[src/rtl/core/wmxh_pkg.sv]
// wmxh_pkg: shared constants and types for the word multiply-xor hash unit.
// No dependencies.
`default_nettype none

package wmxh_pkg;

   localparam int unsigned WordWidth  = 64;
   localparam int unsigned HalfWidth  = WordWidth / 2;
   localparam int unsigned CountWidth = 4;
   localparam int unsigned LenWidth   = 8;
   localparam int unsigned WordBytes  = WordWidth / 8;

   localparam logic [WordWidth-1:0]  HashSeed  = 64'd2166136261;
   localparam logic [WordWidth-1:0]  WordMult  = 64'hbf58476d1ce4e5b9;
   localparam logic [WordWidth-1:0]  TailMult  = 64'hd6e8feb86659fd93;
   localparam logic [CountWidth-1:0] FullCount = CountWidth'(WordBytes);

   typedef enum logic [1:0] {
      MIX_SKIP,
      MIX_WORD,
      MIX_TAIL
   } mix_mode_type;

   typedef struct packed {
      logic                 valid;
      logic                 last;
      mix_mode_type         mode;
      logic [WordWidth-1:0] operand;
   } mix_op_type;

endpackage

`default_nettype wire

[src/rtl/core/wmxh_front.sv]
// wmxh_front: input register stage; clamps the byte count, tracks the message
// length and builds the mix operand. Depends on wmxh_pkg.
`default_nettype none

module wmxh_front (
   input  logic                             clock,
   input  logic                             reset,
   input  logic                             req_valid,
   output logic                             req_stall,
   input  logic [wmxh_pkg::WordWidth-1:0]   req_data_word,
   input  logic [wmxh_pkg::CountWidth-1:0]  req_byte_count,
   input  logic                             req_last_word,
   input  logic                             advance,
   output wmxh_pkg::mix_op_type             op
);
   import wmxh_pkg::*;

   logic                  load;
   logic [CountWidth-1:0] count_eff;
   logic [LenWidth-1:0]   len_ff;
   logic [LenWidth-1:0]   len_in;
   logic [WordWidth-1:0]  kept;
   mix_op_type            op_ff;
   mix_op_type            op_in;

   always_comb begin
      load      = !op_ff.valid || advance;
      req_stall = !load;
      count_eff = req_byte_count[CountWidth-1] ? FullCount : req_byte_count;
      len_in    = len_ff + LenWidth'(count_eff);
      for (int i = 0; i < WordBytes; i++) begin
         kept[i*8 +: 8] = (CountWidth'(i) < count_eff) ? req_data_word[i*8 +: 8] : 8'h00;
      end
      op_in.valid = req_valid;
      op_in.last  = req_last_word;
      if (count_eff == FullCount) begin
         op_in.mode    = MIX_WORD;
         op_in.operand = req_data_word;
      end else if (count_eff == '0) begin
         op_in.mode    = MIX_SKIP;
         op_in.operand = '0;
      end else begin
         // tail: valid bytes moved up one byte, length low byte underneath
         op_in.mode    = MIX_TAIL;
         op_in.operand = {kept[WordWidth-LenWidth-1:0], len_in};
      end
   end

   always_ff @(posedge clock) begin
      if (reset) begin
         op_ff.valid <= 1'b0;
      end else if (load) begin
         op_ff <= op_in;
      end
   end

   always_ff @(posedge clock) begin
      if (reset) begin
         len_ff <= '0;
      end else if (load && req_valid) begin
         len_ff <= req_last_word ? '0 : len_in;
      end
   end

   assign op = op_ff;

endmodule

`default_nettype wire

[src/rtl/core/wmxh_mix.sv]
// wmxh_mix: running hash register with the xor and 64-bit low-half multiply.
// Depends on wmxh_pkg.
`default_nettype none

module wmxh_mix (
   input  logic                           clock,
   input  logic                           reset,
   input  wmxh_pkg::mix_op_type           op,
   input  logic                           advance,
   output logic [wmxh_pkg::WordWidth-1:0] hash_next
);
   import wmxh_pkg::*;

   logic [WordWidth-1:0] hash_ff;
   logic [WordWidth-1:0] mixed;
   logic [WordWidth-1:0] mult;
   logic [WordWidth-1:0] lo_prod;
   logic [HalfWidth-1:0] cross_sum;
   logic [WordWidth-1:0] product;

   always_comb begin
      mixed   = hash_ff ^ op.operand;
      mult    = (op.mode == MIX_TAIL) ? TailMult : WordMult;
      // low 64 bits of the product from three 32x32 partial products
      lo_prod = WordWidth'(mixed[HalfWidth-1:0]) * WordWidth'(mult[HalfWidth-1:0]);
      cross_sum = HalfWidth'(mixed[WordWidth-1:HalfWidth] * mult[HalfWidth-1:0])
                + HalfWidth'(mixed[HalfWidth-1:0] * mult[WordWidth-1:HalfWidth]);
      product = lo_prod + {cross_sum, {HalfWidth{1'b0}}};
      case (op.mode)
         MIX_WORD, MIX_TAIL: begin
            hash_next = product;
         end
         default: begin
            hash_next = hash_ff;
         end
      endcase
   end

   always_ff @(posedge clock) begin
      if (reset) begin
         hash_ff <= HashSeed;
      end else if (advance) begin
         hash_ff <= op.last ? HashSeed : hash_next;
      end
   end

endmodule

`default_nettype wire

[src/rtl/core/word_multiply_xor_hash64_unit.sv]
// word_multiply_xor_hash64_unit: top level of the word multiply-xor hash.
// Depends on wmxh_pkg, wmxh_front and wmxh_mix.
//
// Hashes a message given as little-endian 64-bit words, one word per transfer,
// and returns hash ^ (hash >> 32) after the last word. A word is taken every
// cycle unless the input stalls; the last word passes the operand register and
// then the result register. The rate is set by the combinational xor and 64-bit
// multiply that closes the running-hash loop. The input side stalls only while
// a finished result waits on a stalled output and the next last word is queued.
`default_nettype none

module word_multiply_xor_hash64_unit (
   input  logic                            clock,
   input  logic                            reset,
   input  logic                            req_valid,
   output logic                            req_stall,
   input  logic [wmxh_pkg::WordWidth-1:0]  req_data_word,
   input  logic [wmxh_pkg::CountWidth-1:0] req_byte_count,
   input  logic                            req_last_word,
   output logic                            rsp_valid,
   input  logic                            rsp_stall,
   output logic [wmxh_pkg::WordWidth-1:0]  rsp_hash_value
);
   import wmxh_pkg::*;

   mix_op_type           op;
   logic                 advance;
   logic [WordWidth-1:0] hash_next;
   logic                 rsp_valid_ff;
   logic [WordWidth-1:0] rsp_ff;

   wmxh_front u_front (
      .clock          (clock),
      .reset          (reset),
      .req_valid      (req_valid),
      .req_stall      (req_stall),
      .req_data_word  (req_data_word),
      .req_byte_count (req_byte_count),
      .req_last_word  (req_last_word),
      .advance        (advance),
      .op             (op)
   );

   wmxh_mix u_mix (
      .clock     (clock),
      .reset     (reset),
      .op        (op),
      .advance   (advance),
      .hash_next (hash_next)
   );

   assign advance = op.valid && (!op.last || !rsp_valid_ff || !rsp_stall);

   always_ff @(posedge clock) begin
      if (reset) begin
         rsp_valid_ff <= 1'b0;
      end else if (advance && op.last) begin
         rsp_valid_ff <= 1'b1;
      end else if (!rsp_stall) begin
         rsp_valid_ff <= 1'b0;
      end
   end

   always_ff @(posedge clock) begin
      if (advance && op.last) begin
         rsp_ff <= hash_next;
      end
   end

   assign rsp_valid      = rsp_valid_ff;
   assign rsp_hash_value = rsp_ff ^ {{HalfWidth{1'b0}}, rsp_ff[WordWidth-1:HalfWidth]};

endmodule

`default_nettype wire

[config.mk]
export PLATFORM = sky130hd
export DESIGN_NAME = word_multiply_xor_hash64_unit
export DESIGN_NICKNAME = d
export VERILOG_FILES = /design/src/rtl/core/wmxh_pkg.sv /design/src/rtl/core/wmxh_front.sv /design/src/rtl/core/wmxh_mix.sv /design/src/rtl/core/word_multiply_xor_hash64_unit.sv
export SDC_FILE = /design/constraint.sdc
export NUM_CORES = 2
export LEC_CHECK = 0
export ABC_AREA = 1
export BUFFER_PORTS_ARGS = -buffer_cell sky130_fd_sc_hd__buf_2
export CORE_MARGIN = 3
export CORE_UTILIZATION = 54
export DETAILED_ROUTE_END_ITERATION = 10
export GPL_TIMING_DRIVEN = 1
export PLACE_DENSITY_LB_ADDON = 0.3
export SYNTH_ARGS = -nofsm -noshare
export SYNTH_HDL_FRONTEND = slang
export SYNTH_SLANG_ARGS = --single-unit
[constraint.sdc]
create_clock -name clock -period 11.28 [get_ports clock]
set_clock_uncertainty 0.05 [all_clocks]
set_input_delay 0.564 -clock clock [delete_from_list [all_inputs] [get_ports clock]]
set_output_delay 0.564 -clock clock [all_outputs]
set_load 0.02 [all_outputs]
==> metrics <==
status complete, no violations; WHS Endpoint u_front.op[66]$_DFFE_PP_; clock slew at reported path FFs 0.07 ns; # IOs 139; Crit path top cell by count fa_1; cts bufs inserted 24; Vias 49,100; share of the synthesized area in the top cell type 45.5%; DRT iter0 DRCs 5,013; mean post-synth cell area 9.27 um2; RSZ-0062 raised after global routing yes; area leader, netlist fa_1; Clock Tree Buf Depth 3; Mapped Area 0.0600 mm2; DP Worst Slack -0.705 ns; via/cell ratio 5.49; Yosys warning count 0; first-pass GRT wire length 358,000 um; die area 0.115 mm2; post-route ant nets 0; Initial Util 54.7%; Reg2Reg Capture Point u_mix.hash_ff[58]$_SDFFE_PP0P_; top-count cell post-synth inv_1; dominant cells by area after synthesis fa_1, ha_1, inv_1; Root Buffer clkbuf_16; sequential cell area fraction in the yosys report 9.02%; layout cells sized above 1 20.9%; CTS sink cnt 205; GPL Wtd Cong 1.13; worst hold path class primary input to flop; R2R depth 43; Arr. time, crit path 11.58 ns; setup ws final 0.158 ns; Slew headroom 13.5%; hold path depth 1; first-pass detailed-route iteration total 6; Post-synth top cells inv_1, fa_1, nand2_1; Final setup viols 0; grt ovf 0; CTS tree built; final net count 9,598; final WL 253,000 um; All-Layer GR Usage 44.2%; fmax 89.9 MHz; min cycle time layout 11.12 ns; WP data required 11.73 ns; Top FF cell, synth edfxtp_1; routed len/inst 28.3 um; Final Hold Fails 0; Hold Buf Count CTS 0; Hold Crit Start req_last_word; Core ar. 0.110 mm2; Cells after Synth 6,472; DRC violations left 0; Die X-Extent 339 um; vias in the first global route 51,300; FILL cells 9,091; worst-skew pair later-pin latency 0.59 ns; CP startpoint kind flop; I/O Buffers 138; Worst Max-Slew Pin Slew 1.28 ns; Synth-to-Final Area Change 20.4%; final core occ 65.9%; kind of critical path flop to flop; kind of end point of the critical path flop; Reg area 0.00542 mm2; crit path max fanout 7; EDFF count, synth 131; WHS 0.173 ns; max-cap violations 0; fin crit share 98.6%; r2r setup slk 0.16 ns; Reg2Reg Launch Point u_front.op[8]$_DFFE_PP_; multi-input logic area 0.0488 mm2; height of the die 339 um; HPWL Detailed 226,000 um; Post-synth ARST share 0%; largest net degree at the start of global routing 68; Site Rows 121; Worst path slowest cell fa_2; Slew Limit Fails 0; H-tree levels 1; FF+latch count, synth 205; Synth cell types 56; Slowest Stage Delay on Critical Path 0.55 ns; TNS Setup 0 ns; initial antenna violation count 15
## how the worst max path moves through the flow
stage	startpoint	end	slack, ns	cells after the start
after floorplan	u_front.op[6]$_DFFE_PP_	rsp_ff[59]$_DFFE_PP_	0.18	46
after detailed placement	u_front.op[64]$_SDFFCE_PP1P_	u_mix.hash_ff[46]$_SDFFE_PP0P_	-0.71	46
after global placement	u_front.op[64]$_SDFFCE_PP1P_	u_mix.hash_ff[46]$_SDFFE_PP0P_	-0.77	46
final	u_front.op[8]$_DFFE_PP_	u_mix.hash_ff[58]$_SDFFE_PP0P_	0.16	43
after CTS	u_front.op[65]$_SDFFCE_PP0P_	u_mix.hash_ff[43]$_SDFFE_PP0P_	0.002	48
after global routing	u_front.op[64]$_SDFFCE_PP1P_	rsp_ff[63]$_DFFE_PP_	-0.13	45
## stage by stage
step,cell area (um2),cells
final,72300,8937
after global routing,72200,8927
after CTS,70100,8905
after detailed placement,68900,8853
after global placement,68900,8853
after floorplan,60100,6508
## kinds of logic after synthesis
group | Yosys count | share of synthesized area (%)
buf+inv | 2094 | 13.3
fa+ha+maj | 2092 | 60.7
simple gates | 1407 | 9.85
compound gates | 541 | 5.13
flops | 205 | 9.02
xor+xnor | 131 | 1.95
other cells | 2 | 0.0125
## critical path: cells and delay by family (launching register included)
| kind | cells | cell delay, ns |
|---|---|---|
| xor gates and xnor gates | 1 | 0.23 |
| adders and majority gates | 17 | 6.91 |
| DFF | 1 | 0.53 |
| AOI/OAI and AO/OA | 9 | 1.40 |
| and+or+nand+nor | 6 | 0.91 |
| buffers and inverters | 10 | 0.95 |
## final cells by class
type / instances / share of cell area, %
multi-input combinational: 4209 / 67.6
timing repair buffer: 1016 / 10.9
inverter: 1977 / 10.3
sequential: 205 / 7.49
tap: 1476 / 2.56
clock buffer: 27 / 0.847
clock inverter: 17 / 0.270
antenna: 10 / 0.0346
## layer usage
layer  share of wire [%]  up-vias  GRT usage [%]
met5               0.026        -          0.125
met4                 7.6        8           24.6
met3                  13      709           14.8
met2                  42     2912           64.8
met1                  37    24400           57.6
li1                    -    21000              -
## flip-flops by register name (all words and copies together) (netlist names)
register,flops
u_front.op,68
rsp_ff,64
rsp_valid,1
u_front.len_ff,8
u_mix.hash_ff,64
## cells in the final DEF (no fill, tap or decap), drive strengths merged, types with 38 or more instances in the layout
master	synthesis	final
inv	1973	1977
fa	1365	1365
buf	52	1015
nand2	863	863
ha	727	727
nor2	290	290
o21ai	229	229
a21oi	200	200
nand3	140	140
edfxtp	131	131
xor2	89	89
dfxtp	74	74
or2	65	65
xnor2	42	42
conb	2	38
## repair_timing
| action | CTS | global route |
|---|---|---|
| gates cloned | 1 | 0 |
| pin swaps | 9 | 154 |
| setup buffers | 7 | 23 |
| resized for setup | 71 | 428 |
| setup endpoints to repair | 48 | 50 |
Power is left out: the tool's default activity adds up to more than one toggle a clock period on the data nets, which glitch-free logic cannot reach.
